**src/design/bhsw_pkg.sv**
```systemverilog
`default_nettype none
package bhsw_pkg;

    localparam int unsigned PrefixLen = 13;
    localparam int unsigned MinLen    = 20;

    localparam logic [7:0] TagFirstLen = 8'h61;
    localparam logic [7:0] TagLastLen  = 8'h64;
    localparam logic [7:0] TagSkipE    = 8'h65;

    localparam logic KIND_WORD   = 1'b0;
    localparam logic KIND_STATUS = 1'b1;

    typedef enum logic [1:0] {
        ST_OK      = 2'd0,
        ST_INVALID = 2'd1,
        ST_BAD_SIG = 2'd2,
        ST_EMPTY   = 2'd3
    } t_status;

    typedef enum logic [6:0] {
        PH_PREFIX   = 7'b0000001,
        PH_TAG      = 7'b0000010,
        PH_LEN_HI   = 7'b0000100,
        PH_LEN_LO   = 7'b0001000,
        PH_SKIP_FLD = 7'b0010000,
        PH_SKIP_E   = 7'b0100000,
        PH_PAYLOAD  = 7'b1000000
    } t_phase;

    // One queue entry: the results that one input byte causes.
    typedef struct packed {
        logic        word_vld;
        logic [31:0] word;
        logic        stat_vld;
        t_status     status;
        logic        tail;
    } t_evt;

endpackage
`default_nettype wire

```
**src/design/bhsw_front.sv**
```systemverilog
`default_nettype none
module bhsw_front (
    input  wire logic            i_clk,
    input  wire logic            i_rst_n,
    input  wire logic            i_valid,
    input  wire logic [7:0]      i_byte,
    input  wire logic            i_fin,
    input  wire logic            i_full,
    output logic                 o_ready,
    output logic                 o_push,
    output bhsw_pkg::t_evt       o_evt
);

    bhsw_pkg::t_phase r_phase, n_phase;
    logic [4:0]       r_count, n_count;
    logic             r_sig, n_sig;
    logic [15:0]      r_skip, n_skip;
    logic [7:0]       r_len_hi, n_len_hi;
    logic [23:0]      r_asm, n_asm;
    logic [1:0]       r_lane, n_lane;
    logic             r_any, n_any;
    logic             accept;
    logic [7:0]       sig_byte;
    logic [15:0]      skip_dec;
    bhsw_pkg::t_evt   evt;

    assign o_ready = !i_full;
    assign accept  = i_valid && !i_full;

    always_comb begin
        unique case (r_count[1:0])
            2'd0: sig_byte = 8'h00;
            2'd1: sig_byte = 8'h09;
            2'd2: sig_byte = 8'h0F;
            2'd3: sig_byte = 8'hF0;
            default: sig_byte = 8'h00;
        endcase
    end

    assign skip_dec = (r_skip != 16'd0) ? r_skip - 16'd1 : r_skip;

    always_comb begin
        n_phase  = r_phase;
        n_count  = (r_count < 5'(bhsw_pkg::MinLen)) ? r_count + 5'd1 : r_count;
        n_sig    = r_sig;
        n_skip   = r_skip;
        n_len_hi = r_len_hi;
        n_asm    = r_asm;
        n_lane   = r_lane;
        n_any    = r_any;
        evt      = '0;

        unique case (r_phase)
            bhsw_pkg::PH_PREFIX: begin
                if (r_count < 5'd4 && i_byte != sig_byte) begin
                    n_sig = 1'b0;
                end
                if (r_count >= 5'(bhsw_pkg::PrefixLen - 1)) begin
                    n_phase = bhsw_pkg::PH_TAG;
                end
            end
            bhsw_pkg::PH_TAG: begin
                if (i_byte == bhsw_pkg::TagSkipE) begin
                    n_skip  = 16'd4;
                    n_phase = bhsw_pkg::PH_SKIP_E;
                end else if (i_byte >= bhsw_pkg::TagFirstLen &&
                             i_byte <= bhsw_pkg::TagLastLen) begin
                    n_phase = bhsw_pkg::PH_LEN_HI;
                end else begin
                    n_phase = bhsw_pkg::PH_PAYLOAD;
                    n_asm   = {16'd0, i_byte};
                    n_lane  = 2'd1;
                end
            end
            bhsw_pkg::PH_LEN_HI: begin
                n_len_hi = i_byte;
                n_phase  = bhsw_pkg::PH_LEN_LO;
            end
            bhsw_pkg::PH_LEN_LO: begin
                n_skip  = {r_len_hi, i_byte};
                n_phase = ({r_len_hi, i_byte} == 16'd0) ? bhsw_pkg::PH_TAG
                                                        : bhsw_pkg::PH_SKIP_FLD;
            end
            bhsw_pkg::PH_SKIP_FLD: begin
                n_skip = skip_dec;
                if (skip_dec == 16'd0) begin
                    n_phase = bhsw_pkg::PH_TAG;
                end
            end
            bhsw_pkg::PH_SKIP_E: begin
                n_skip = skip_dec;
                if (skip_dec == 16'd0) begin
                    n_phase = bhsw_pkg::PH_PAYLOAD;
                end
            end
            bhsw_pkg::PH_PAYLOAD: begin
                if (r_lane == 2'd3) begin
                    evt.word_vld = r_sig;
                    evt.word     = {r_asm, i_byte};
                    n_any        = 1'b1;
                    n_asm        = 24'd0;
                    n_lane       = 2'd0;
                end else begin
                    n_asm  = {r_asm[15:0], i_byte};
                    n_lane = r_lane + 2'd1;
                end
            end
            default: begin
                n_phase = bhsw_pkg::PH_PREFIX;
            end
        endcase

        if (i_fin) begin
            evt.stat_vld = 1'b1;
            if (n_count < 5'(bhsw_pkg::MinLen)) begin
                evt.status = bhsw_pkg::ST_INVALID;
            end else if (!n_sig) begin
                evt.status = bhsw_pkg::ST_BAD_SIG;
            end else if (!n_any) begin
                evt.status = bhsw_pkg::ST_EMPTY;
            end else begin
                evt.status = bhsw_pkg::ST_OK;
                evt.tail   = (n_phase == bhsw_pkg::PH_PAYLOAD) && (n_lane != 2'd0);
            end
            n_phase  = bhsw_pkg::PH_PREFIX;
            n_count  = 5'd0;
            n_sig    = 1'b1;
            n_skip   = 16'd0;
            n_len_hi = 8'd0;
            n_asm    = 24'd0;
            n_lane   = 2'd0;
            n_any    = 1'b0;
        end
    end

    assign o_push = accept && (evt.word_vld || evt.stat_vld);
    assign o_evt  = evt;

    always_ff @(posedge i_clk) begin
        if (!i_rst_n) begin
            r_phase  <= bhsw_pkg::PH_PREFIX;
            r_count  <= 5'd0;
            r_sig    <= 1'b1;
            r_skip   <= 16'd0;
            r_len_hi <= 8'd0;
            r_asm    <= 24'd0;
            r_lane   <= 2'd0;
            r_any    <= 1'b0;
        end else if (accept) begin
            r_phase  <= n_phase;
            r_count  <= n_count;
            r_sig    <= n_sig;
            r_skip   <= n_skip;
            r_len_hi <= n_len_hi;
            r_asm    <= n_asm;
            r_lane   <= n_lane;
            r_any    <= n_any;
        end
    end

endmodule
`default_nettype wire

```
**src/design/bhsw_fifo.sv**
```systemverilog
`default_nettype none
module bhsw_fifo (
    input  wire logic            i_clk,
    input  wire logic            i_rst_n,
    input  wire logic            i_push,
    input  wire bhsw_pkg::t_evt  i_evt,
    input  wire logic            i_pop,
    output logic                 o_full,
    output logic                 o_empty,
    output bhsw_pkg::t_evt       o_evt
);

    bhsw_pkg::t_evt r_mem [4];
    logic [1:0]     r_wp, n_wp;
    logic [1:0]     r_rp, n_rp;
    logic [2:0]     r_cnt, n_cnt;

    assign o_full  = (r_cnt == 3'd4);
    assign o_empty = (r_cnt == 3'd0);
    assign o_evt   = r_mem[r_rp];

    always_comb begin
        n_wp  = i_push ? r_wp + 2'd1 : r_wp;
        n_rp  = i_pop ? r_rp + 2'd1 : r_rp;
        n_cnt = r_cnt + {2'd0, i_push} - {2'd0, i_pop};
    end

    always_ff @(posedge i_clk) begin
        if (i_push) begin
            r_mem[r_wp] <= i_evt;
        end
    end

    always_ff @(posedge i_clk) begin
        if (!i_rst_n) begin
            r_wp  <= 2'd0;
            r_rp  <= 2'd0;
            r_cnt <= 3'd0;
        end else begin
            r_wp  <= n_wp;
            r_rp  <= n_rp;
            r_cnt <= n_cnt;
        end
    end

endmodule
`default_nettype wire

```
**src/design/bhsw_back.sv**
```systemverilog
`default_nettype none
module bhsw_back (
    input  wire logic            i_clk,
    input  wire logic            i_rst_n,
    input  wire logic            i_empty,
    input  wire bhsw_pkg::t_evt  i_evt,
    output logic                 o_pop,
    input  wire logic            i_tready,
    output logic                 o_tvalid,
    output logic                 o_kind,
    output logic [31:0]          o_word,
    output logic [1:0]           o_status,
    output logic                 o_tail,
    output logic                 o_last
);

    logic              r_valid, n_valid;
    logic              r_pend, n_pend;
    bhsw_pkg::t_status r_pend_st, n_pend_st;
    logic              r_pend_tail, n_pend_tail;
    logic              r_kind, n_kind;
    logic [31:0]       r_word, n_word;
    bhsw_pkg::t_status r_status, n_status;
    logic              r_tail, n_tail;
    logic              r_last, n_last;
    logic              free;

    assign free = !r_valid || i_tready;

    always_comb begin
        n_valid     = r_valid;
        n_pend      = r_pend;
        n_pend_st   = r_pend_st;
        n_pend_tail = r_pend_tail;
        n_kind      = r_kind;
        n_word      = r_word;
        n_status    = r_status;
        n_tail      = r_tail;
        n_last      = r_last;
        o_pop       = 1'b0;
        if (free) begin
            if (r_pend) begin
                n_valid  = 1'b1;
                n_kind   = bhsw_pkg::KIND_STATUS;
                n_word   = 32'd0;
                n_status = r_pend_st;
                n_tail   = r_pend_tail;
                n_last   = 1'b1;
                n_pend   = 1'b0;
            end else if (!i_empty) begin
                o_pop   = 1'b1;
                n_valid = 1'b1;
                if (i_evt.word_vld) begin
                    n_kind      = bhsw_pkg::KIND_WORD;
                    n_word      = i_evt.word;
                    n_status    = bhsw_pkg::ST_OK;
                    n_tail      = 1'b0;
                    n_last      = 1'b0;
                    n_pend      = i_evt.stat_vld;
                    n_pend_st   = i_evt.status;
                    n_pend_tail = i_evt.tail;
                end else begin
                    n_kind   = bhsw_pkg::KIND_STATUS;
                    n_word   = 32'd0;
                    n_status = i_evt.status;
                    n_tail   = i_evt.tail;
                    n_last   = 1'b1;
                end
            end else begin
                n_valid = 1'b0;
            end
        end
    end

    always_ff @(posedge i_clk) begin
        if (!i_rst_n) begin
            r_valid <= 1'b0;
            r_pend  <= 1'b0;
        end else begin
            r_valid <= n_valid;
            r_pend  <= n_pend;
        end
    end

    always_ff @(posedge i_clk) begin
        r_pend_st   <= n_pend_st;
        r_pend_tail <= n_pend_tail;
        r_kind      <= n_kind;
        r_word      <= n_word;
        r_status    <= n_status;
        r_tail      <= n_tail;
        r_last      <= n_last;
    end

    assign o_tvalid = r_valid;
    assign o_kind   = r_kind;
    assign o_word   = r_word;
    assign o_status = r_status;
    assign o_tail   = r_tail;
    assign o_last   = r_last;

endmodule
`default_nettype wire

```
**src/design/fpga_bit_header_strip_word_pack.sv**
```systemverilog
`default_nettype none
// Channel   Direction  Payload
// s_axis    in         tdata: data_byte; tlast: is_final
// m_axis    out        tdata: payload_word, status, tail_dropped; tuser: kind;
//                      tlast: end_of_run
//
// One input item is taken per cycle while the four-entry result queue has room.
// Each output item passes through the output register, so a byte that
// completes a valid word and ends the file gives two output items: the word, then the status.
// Reset is synchronous and active low and returns the parser to the prefix.
// A stalled output fills the queue and then holds s_axis_tready low.
module fpga_bit_header_strip_word_pack (
    input  wire logic        i_clk,
    input  wire logic        i_rst_n,
    input  wire logic        s_axis_tvalid,
    output logic             s_axis_tready,
    input  wire logic [7:0]  s_axis_tdata,  // [7:0] data_byte
    input  wire logic        s_axis_tlast,
    output logic             m_axis_tvalid,
    input  wire logic        m_axis_tready,
    output logic [39:0]      m_axis_tdata,  // [31:0] payload_word, [33:32] status,
                                            // [34] tail_dropped, [39:35] zero
    output logic             m_axis_tuser,  // [0] kind
    output logic             m_axis_tlast
);

    logic           push;
    logic           pop;
    logic           full;
    logic           empty;
    bhsw_pkg::t_evt front_evt;
    bhsw_pkg::t_evt queue_evt;
    logic [31:0]    word;
    logic [1:0]     status;
    logic           tail;

    bhsw_front u_front (
        .i_clk   (i_clk),
        .i_rst_n (i_rst_n),
        .i_valid (s_axis_tvalid),
        .i_byte  (s_axis_tdata),
        .i_fin   (s_axis_tlast),
        .i_full  (full),
        .o_ready (s_axis_tready),
        .o_push  (push),
        .o_evt   (front_evt)
    );

    bhsw_fifo u_fifo (
        .i_clk   (i_clk),
        .i_rst_n (i_rst_n),
        .i_push  (push),
        .i_evt   (front_evt),
        .i_pop   (pop),
        .o_full  (full),
        .o_empty (empty),
        .o_evt   (queue_evt)
    );

    bhsw_back u_back (
        .i_clk    (i_clk),
        .i_rst_n  (i_rst_n),
        .i_empty  (empty),
        .i_evt    (queue_evt),
        .o_pop    (pop),
        .i_tready (m_axis_tready),
        .o_tvalid (m_axis_tvalid),
        .o_kind   (m_axis_tuser),
        .o_word   (word),
        .o_status (status),
        .o_tail   (tail),
        .o_last   (m_axis_tlast)
    );

    assign m_axis_tdata = {5'd0, tail, status, word};

endmodule
`default_nettype wire

```
**config.mk**
```make
export PLATFORM = sky130hd
export DESIGN_NAME = fpga_bit_header_strip_word_pack
export DESIGN_NICKNAME = d
export VERILOG_FILES = /design/src/design/bhsw_pkg.sv /design/src/design/bhsw_front.sv /design/src/design/bhsw_fifo.sv /design/src/design/bhsw_back.sv /design/src/design/fpga_bit_header_strip_word_pack.sv
export SDC_FILE = /design/constraint.sdc
export NUM_CORES = 1
export LEC_CHECK = 0
export CAP_MARGIN = 10
export CORE_ASPECT_RATIO = 1.25
export CORE_UTILIZATION = 41
export CTS_BUF_LIST = sky130_fd_sc_hd__clkbuf_16
export DETAILED_ROUTE_END_ITERATION = 10
export DONT_BUFFER_PORTS = 1
export PLACE_DENSITY = 0.52
export SKIP_CTS_REPAIR_TIMING = 1
export SYNTH_ARGS = -nofsm -noshare
export SYNTH_HDL_FRONTEND = slang
export SYNTH_SLANG_ARGS = --single-unit
```
**constraint.sdc**
```tcl
create_clock -name i_clk -period 3.2 [get_ports i_clk]
set_input_delay 0.16 -clock i_clk [delete_from_list [all_inputs] [get_ports i_clk]]
set_output_delay 0.16 -clock i_clk [all_outputs]
set_load 0.05 [all_outputs]
```
==> results of run 1 <==
-- cells by family after synthesis --
kind of cell / count (synthesis)
other: 1
and+or+nand+nor: 306
buffers and inverters: 73
DFF: 262
AOI/OAI and AO/OA: 155
muxes: 39
xor gates and xnor gates: 7
adders and majority gates: 12
-- layout make-up --
class	count	area (µm²)
Clock buffer	27	676
Clock inverter	22	131
Fill cell	2366	14200
Inverter	18	67.6
Multi-Input combinational cell	524	3870
Sequential cell	262	7120
Tap cell	345	432
Timing Repair Buffer	35	375
-- power by group --
group | switching, mW | total (mW) | internal (mW)
logic | 0.840 | 1.49 | 0.648
clock network | 1.27 | 2.88 | 1.61
registers | 0.960 | 5.10 | 4.14
-- worst max path at each step --
stage / to / slack, ps / depth (start not counted)
after floorplan: u_fifo.r_cnt[2]$_SDFF_PN0_ / 250 / 15
after global placement: u_fifo.r_cnt[2]$_SDFF_PN0_ / 350 / 13
after detailed placement: u_fifo.r_cnt[2]$_SDFF_PN0_ / 330 / 13
after CTS: u_fifo.r_cnt[2]$_SDFF_PN0_ / 320 / 13
after global routing: u_fifo.r_cnt[2]$_SDFF_PN0_ / 100 / 13
final: u_fifo.r_cnt[2]$_SDFF_PN0_ / 320 / 13
-- worst max-delay path, cell delays in order, from the launching register on --
cell,delay [ps]
dfxtp_1,350
nor4b_1,460
and3_1,250
and2_1,210
o21a_1,150
inv_1,50
ha_1,280
inv_1,50
ha_1,130
inv_1,50
fa_1,370
xnor2_1,150
xnor2_1,130
and2_1,160
-- through the flow --
step | setup WS [ps] | total power, mW | cells | utilization [%] | hold WS [ps]
3_5_place_dp | 326 | 6.67 | 1171 | 43.6 | 253
3_3_place_gp | 349 | 6.64 | 1171 | 43.6 | 233
2_1_floorplan | 246 | 6.27 | 859 | - | 259
6_report | 319 | 9.47 | 1233 | 47.1 | -16.4
4_1_cts | 317 | 9.55 | 1220 | 46.6 | -313
5_1_grt | 101 | 9.89 | 1233 | 47.1 | 12.8
-- sequential cells by signal (all words and copies together) (netlist names), 2 cells and up, named ones only --
name / flops
u_fifo.r_mem: 148
u_back.o_status: 2
u_front.r_lane: 2
u_back.r_pend_st: 2
u_front.r_skip: 16
u_front.r_count: 5
u_fifo.r_cnt: 3
u_back.o_word: 32
u_front.r_asm: 24
u_front.r_phase: 7
u_fifo.r_rp: 2
u_fifo.r_wp: 2
u_front.r_len_hi: 8
-- layer usage --
layer  part of all wire, %  vias to the layer above  wire length [µm]
li1                      -                     3250                 -
met1                    43                     3464             10700
met2                    51                      135             12700
met3                   4.2                       30              1040
met4                   1.9                        0               482
met5                     0                        -                 0
-- cells in the mapped netlist (all sizes together), types with 3 or more instances --
cell / instances
a21boi: 34
a21oi: 13
a22o: 3
a22oi: 10
a31oi: 8
a32oi: 8
and2: 51
and3: 4
and4: 4
buf: 21
clkbuf: 34
dfxtp: 75
edfxtp: 187
ha: 11
inv: 18
mux4: 37
nand2: 67
nand2b: 7
nand3: 33
nand3b: 8
nand4: 5
nand4b: 4
nor2: 28
nor2b: 43
nor3: 20
nor4: 4
nor4b: 3
o21a: 4
o21ai: 46
o22ai: 5
o31a: 3
o31ai: 4
or2: 5
or3: 4
or3b: 3
or4: 7
xnor2: 6
==> flow_summary.yaml, run 1 <==
global_routing:
  use_met2_pct: 31.3
  antenna_found_initial: 0
  grtUsageMet3_pct: 2.88
  grt_use_total_pct: 17.8
  grt_pass1_vias: 6898
  grt_max_degree: 66
  grt_pass1_wl_um: 38800
  grt_busiest_layer: "met2"
  grt_overflow: 0
  use_met1_pct: 22.1
placement:
  gp_congestion: 0.870
  portBuffers: 0
  dpl_cell_area_um2: 11700
  post-dp-hpwl_um: 15200
synthesis:
  synth_simple_gate_area_share_pct: 15.3
  synth_fa_ha_area_share_pct: 1.40
  synth-warning-count: 0
  synth_edf_count: 187
  syn_avg_cell_area_um2: 13.2
  synth_area_leader_cell: "edfxtp_1"
  ys_top_cells_by_area: "edfxtp_1 50%, dfxtp_1 13%, mux4_2 7.4%"
  synth_top_area_share_pct: 49.8
  synth_cells: 855
  synth-main-ff-cell: "edfxtp_1"
  ys_seq_area_share_pct: 63.1
  synth_top_family_by_area: "simple AND/OR/NAND/NOR gates"
  synth_xor_xnor_area_share_pct: 0.543
  synth_cell_type_count: 72
  synth_compound_area_share_pct: 9.26
  synth_seq_cells: 262
  netlist_area_um2: 11300
  ys_async_sr_fraction_pct: 0
  synthMuxAreaShare_pct: 7.56
sta:
  setup_violations: 0
  rsz0062_at_grt: "false"
  max_freq_mhz: 347
  maxSlewViolCount: 0
  fin_crit_sh_pct: 90.0
  worst_pin_slew_ps: 899
  fin_worst_skew_ps: 12.9
  setup_tns_ps: 0
  hold_violations: 3
  timing.slew.headroom_pct: 39.6
  hold_ws_ps: -16.4
  min_period_ps: 2880
detailed_routing:
  drc_errors: 0
  wire_per_inst_um: 20.2
  ant_nets: 0
  drt-initial-drc-count: 352
  drt_wl_total_um: 24900
  viasPerCell: 5.58
  via_count: 6879
  dr.pass1.iters: 5
status:
  status: "finished, violations left"
  violations: "negative hold slack"
run:
  cap_violations: 0
clock_network:
  cts_buffers: 27
  clock-root-buffer: "clkbuf_16"
  clock_path_buffers: 3
  insertion_delay_ps: 540
  cts.sinks: 262
  cts_tree: "yes"
  h-tree-depth: 1
  clkTransAtPathRegs_ps: 60
cells_and_area:
  n_antenna_cell: 0
  layout_commonest_cell: "edfxtp_1"
  stdcell_area_um2: 12700
  nets: 893
  drive_gt1_share_pct: 12.5
  synthToLayoutAreaGrowth_pct: 12.3
  final_cell_mix: "187 x edfxtp_1, 74 x dfxtp_1, 67 x nand2_1"
setup_path:
  path_class: "flip-flop to flip-flop"
  reg2reg_slack_ps: 320
  reg2reg_from: "u_front.r_phase[0]$_SDFFE_PN1P_"
  required_ps: 3640
  regToRegEndpoint: "u_fifo.r_cnt[2]$_SDFF_PN0_"
  startpoint: "u_front.r_phase[0]$_SDFFE_PN1P_"
  arrival_ps: 3320
  cp-end-kind: "flip-flop"
  reg2regPathDepth: 13
  cp_max_fo: 6
  critPathLaunchType: "flip-flop"
floorplanning:
  io-pin-count: 57
  fp-row-count: 67
  die_width_um: 150
  initial_core_util_pct: 41.9
  core_um2: 26900
  die_area_um2: 28200
  die_h_um: 187
power_and_ir_drop:
  p_leak_nw: 4.23
  p_per_area_nw_per_um2: 747
  ir_drop_uv: 400
min_path:
  min_path_cells: 4
  hold_end: "u_front.r_phase[5]$_SDFFE_PN0P_"
  min-delay-start: "s_axis_tdata[2]"
  hold_class: "input pin to flip-flop"
(Power assumes the default switching activity.)
==> run 2: changes to the inputs <==
Settings changed: CORE_ASPECT_RATIO 1.25 to 0.7.
==> run 2 against run 1 <==
Against the previous run:
- the run still ends with negative hold slack left
- global-route usage increased by 0.71 points
- critical path depth did not move
- sequential power hardly changed
- register-to-register slack improved by 20 ps
- count of clock-buffer cells in the layout grew 2
- sequential cell count did not move
- hold slack lost 24 ps
- fmax grew 0.53%
- cell count is 2.0% higher
- cell area rose by 0.46%
- die area about the same
- critical endpoint unchanged
==> flow_summary.yaml, run 2 (same netlist as run 1, synthesis figures left out) <==
cells_and_area:
  final_cell_mix: "187 x edfxtp_1, 74 x dfxtp_1, 67 x nand2_1"
  synthToLayoutAreaGrowth_pct: 12.8
  layout_commonest_cell: "edfxtp_1"
  n_fill_cell: 2414
  n_antenna_cell: 0
  nets: 897
  top_register: "u_fifo.r_mem"
  largest_register_ff_count: 148
  drive_gt1_share_pct: 13.2
clock_network:
  clock-root-buffer: "clkbuf_16"
  insertion_delay_ps: 540
  h-tree-depth: 1
  cts_tree: "yes"
  cts_buffers: 28
  clkTransAtPathRegs_ps: 60
  cts.sinks: 262
  clock_path_buffers: 3
detailed_routing:
  wire_per_inst_um: 20.9
  drt-initial-drc-count: 540
  drt_wl_total_um: 26300
  dr.pass1.iters: 5
  drc_errors: 0
  via_count: 7057
  ant_nets: 0
  viasPerCell: 5.61
power_and_ir_drop:
  switching_power_mw: 3.14
  ir_drop_uv: 654
  p_leak_nw: 4.25
  power_frac_clock_pct: 30.4
  p_per_area_nw_per_um2: 750
  fin_total_pwr_mw: 9.55
  seq_power_share_pct: 53.6
  internal-power_mw: 6.41
  switching_share_pct: 32.9
  p_comb_share_pct: 16.0
setup_path:
  critPathLaunchType: "flip-flop"
  cp-end-kind: "flip-flop"
  cp_slowest_cell: "fa_1"
  required_ps: 3630
  arrival_ps: 3300
  critPathMostFrequentCell: "inv_1"
  critPathMaxStageDelay_ps: 390
  path_class: "flip-flop to flip-flop"
  cp_max_fo: 6
  path_cells: "nor4b_2 > and3_1 > and2_1 > o21a_1 > inv_1 > ha_1 > inv_1 > ha_1 > inv_1 > fa_1 > xnor2_1 > xnor2_1 > and2_1"
sta:
  hold_ws_ps: -40.5
  fin_worst_skew_ps: 19.3
  timing.slew.headroom_pct: 35.7
  maxSlewViolCount: 0
  fin_crit_sh_pct: 89.6
  setup_violations: 0
  max_freq_mhz: 349
  worst_pin_slew_ps: 958
  min_period_ps: 2870
  rsz0062_at_grt: "false"
  setup_tns_ps: 0
  timing.final.ws_setup_ps: 334
  hold_violations: 9
status:
  violations: "negative hold slack"
  status: "finished, violations left"
floorplanning:
  core_um2: 26900
  die_h_um: 141
  io-pin-count: 57
  initial_core_util_pct: 41.9
  die_width_um: 200
  fp-row-count: 50
  die_area_um2: 28200
placement:
  post-dp-hpwl_um: 16100
  place_ws_ps: 214
  portBuffers: 0
  gp_congestion: 0.810
global_routing:
  antenna_found_initial: 1
  grt_pass1_vias: 6862
  grt_use_total_pct: 18.5
  grt_overflow: 0
  grt_max_degree: 66
  grt_pass1_wl_um: 40400
run:
  cap_violations: 0
min_path:
  hold_class: "input pin to flip-flop"
-- run 2: worst paths after layout --
check | from | endpoint | slack, ps | cells after the start
setup reg to reg | u_front.r_phase[0]$_SDFFE_PN1P_ | u_fifo.r_cnt[2]$_SDFF_PN0_ | 330 | 13
setup / recovery | u_front.r_phase[0]$_SDFFE_PN1P_ | u_fifo.r_cnt[2]$_SDFF_PN0_ | 330 | 13
hold / removal | s_axis_tlast | u_front.r_lane[1]$_SDFFE_PN0P_ | -40 | 3
hold reg to reg | u_front.r_asm[17]$_SDFFE_PN0P_ | u_front.r_asm[17]$_SDFFE_PN0P_ | 470 | 2
-- run 2: metrics by stage --
step / hold WS, ps / instances / instance area [µm²] / util, %
final: -40.5 / 1258 / 12700 / 47.3
after global routing: 0.781 / 1258 / 12700 / 47.3
after CTS: -334 / 1245 / 12600 / 46.8
after detailed placement: 235 / 1193 / 11800 / 43.7
after global placement: 232 / 1193 / 11800 / 43.7
after floorplan: 259 / 859 / 11300 / -
-- run 2: worst max-delay path: cells and delay by family (launching register included) --
family	cells	cell delay, ps
AOI/OAI and AO/OA	1	160
xor gates and xnor gates	2	320
adders and majority gates	3	790
buffers and inverters	3	150
DFF	1	350
and+or+nand+nor	4	980
-- run 2: layout make-up --
type	instances	area (µm²)	area share [%]
clock buffer	29	726	5.70
clock inverter	23	100	0.786
inverter	18	67.6	0.531
multi-input combinational	524	3880	30.5
sequential	262	7120	55.9
tap	364	455	3.58
timing repair buffer	38	385	3.03
-- run 2: per-layer routing --
metal  wire length, µm  up-vias  track usage (%)
met5                 9        -                0
met4               699        2             4.66
met3              1350       51             2.82
met2             11000      193             26.5
met1             13300     3563             29.1
li1                  -     3248                -
-- run 2: power by group through the flow --
stage          clock network [mW]  registers, mW  logic, mW
2_1_floorplan                   0           5.10       1.16
3_3_place_gp                    0           5.19       1.49
3_5_place_dp                    0           5.19       1.52
4_1_cts                      2.98           5.13       1.53
5_1_grt                      3.10           5.15       1.69
6_report                     2.91           5.12       1.53
==> run 3: changes to the inputs <==
Settings changed: REMOVE_ABC_BUFFERS set to 1.
==> run 3 against run 2 <==
Against the previous run:
- the flow still finishes with violations (negative hold slack)
- cell count shrank 0.32%
- sequential power is essentially flat
- non-clock buffer count shrank 1
- global-route usage grew 0.18 points
- hold slack gained 39 ps
- fmax shrank 2.4%
- via count shrank 1.6%
- clock power grew 1%
- critical path depth is the same
- total power grew 0.78%
- combinational power is essentially flat
- count of clock-buffer cells in the layout shrank 2
- critical endpoint unchanged
- highest routed layer is now met4
==> flow_summary.yaml, run 3 (same netlist as run 1, synthesis figures left out) <==
floorplanning:
  io-pin-count: 57
  core_um2: 26900
  initial_core_util_pct: 41.9
  fp-row-count: 50
  die_h_um: 141
  die_width_um: 200
  die_area_um2: 28200
detailed_routing:
  drt-initial-drc-count: 576
  drc_errors: 0
  wire_per_inst_um: 20.9
  drt_wl_total_um: 26300
  dr.pass1.iters: 5
  ant_nets: 0
  viasPerCell: 5.54
  via_count: 6941
setup_path:
  critPathLaunchType: "flip-flop"
  arrival_ps: 3350
  required_ps: 3620
  critPathMostFrequentCell: "inv_1"
  cp_slowest_cell: "nor4b_1"
  cp_top_family: "simple AND/OR/NAND/NOR gates"
  path_class: "flip-flop to flip-flop"
  path_cells: "nor4b_1 > and3_1 > and2_1 > o21a_1 > inv_1 > ha_1 > inv_1 > ha_1 > inv_1 > fa_1 > xnor2_1 > xnor2_1 > and2_1"
  critPathMaxStageDelay_ps: 440
  critPathBufInv: 3
  cp_max_fo: 7
  cp-end-kind: "flip-flop"
sta:
  worst_pin_slew_ps: 894
  min_period_ps: 2940
  hold_violations: 1
  setup_violations: 0
  maxSlewViolCount: 0
  rsz0062_at_grt: "false"
  max_freq_mhz: 341
  hold_ws_ps: -1.42
  timing.slew.headroom_pct: 40.0
  fin_worst_skew_ps: 21.4
  fin_crit_sh_pct: 91.7
clock_network:
  clkTransAtPathRegs_ps: 60
  cts_buffers: 27
  cts_tree: "yes"
  cts.sinks: 262
  clock_path_buffers: 3
  clock-root-buffer: "clkbuf_16"
  insertion_delay_ps: 530
  h-tree-depth: 1
power_and_ir_drop:
  p_leak_nw: 4.25
  ir_drop_uv: 475
  p_per_area_nw_per_um2: 755
placement:
  dpl_cell_area_um2: 11800
  dp_cells: 1192
  portBuffers: 0
  post-dp-hpwl_um: 16100
  gp_congestion: 0.806
global_routing:
  grt_pass1_wl_um: 40600
  grt_max_degree: 66
  grt_pass1_vias: 6996
  antenna_found_initial: 0
  grt_use_total_pct: 18.7
  grt_overflow: 0
cells_and_area:
  synthToLayoutAreaGrowth_pct: 13.0
  stdcell_area_um2: 12700
  utilization_pct: 47.4
  n_antenna_cell: 0
  drive_gt1_share_pct: 13.9
  nets: 895
  final_cell_mix: "187 x edfxtp_1, 74 x dfxtp_1, 67 x nand2_1"
  n_fill_cell: 2386
  largest_register_ff_count: 148
  layout_commonest_cell: "edfxtp_1"
  fin_cells: 1254
  top_register: "u_fifo.r_mem"
run:
  cap_violations: 0
status:
  status: "finished, violations left"
  violations: "negative hold slack"
min_path:
  hold_class: "input pin to flip-flop"
-- run 3: worst reg2reg max path, delay by kind of cell, from the launching register on --
family / cells / cell delay [ps]
AO/OA/AOI/OAI: 1 / 150
flip-flops: 1 / 370
XOR/XNOR: 2 / 270
adder cells (fa/ha/maj): 3 / 810
buffers and inverters: 3 / 150
AND/OR/NAND/NOR: 4 / 1060
-- run 3: area by class of cell --
class / count / area, µm² / share of cell area, %
sequential: 262 / 7120 / 55.8
multi-input combinational: 524 / 3890 / 30.5
clock buffer: 27 / 676 / 5.30
tap: 364 / 455 / 3.57
timing repair buffer: 37 / 390 / 3.06
clock inverter: 22 / 154 / 1.21
inverter: 18 / 67.6 / 0.530
-- run 3: final timing paths --
kind	from	end	slack, ps	cells past startpoint
hold / removal	i_rst_n	u_front.r_phase[5]$_SDFFE_PN0P_	-1	3
hold reg to reg	u_front.r_asm[16]$_SDFFE_PN0P_	u_front.r_asm[16]$_SDFFE_PN0P_	460	2
setup / recovery	u_front.r_phase[1]$_SDFFE_PN0P_	u_fifo.r_cnt[2]$_SDFF_PN0_	260	13
setup reg to reg	u_front.r_phase[1]$_SDFFE_PN0P_	u_fifo.r_cnt[2]$_SDFF_PN0_	260	13
-- run 3: power by group --
| part | switching [mW] | internal, mW |
|---|---|---|
| Sequential | 0.978 | 4.14 |
| Clock | 1.26 | 1.69 |
| Combinational | 0.897 | 0.657 |
-- run 3: routing by layer --
| layer | vias to the layer above | track usage [%] | part of all wire [%] |
|---|---|---|---|
| li1 | 3233 | - | - |
| met2 | 162 | 28.7 | 44 |
| met5 | - | 0 | 0 |
| met1 | 3511 | 27.7 | 49 |
| met3 | 35 | 3.19 | 4.6 |
| met4 | 0 | 4.26 | 1.8 |
-- run 3: per-stage QoR --
stage	total power, mW	setup TNS (ps)	setup WS [ps]
final	9.63	0	264
after global routing	10.0	0	38.1
after CTS	9.71	0	277
after detailed placement	6.75	0	299
after global placement	6.72	0	377
after floorplan	6.20	-3250	-98.8
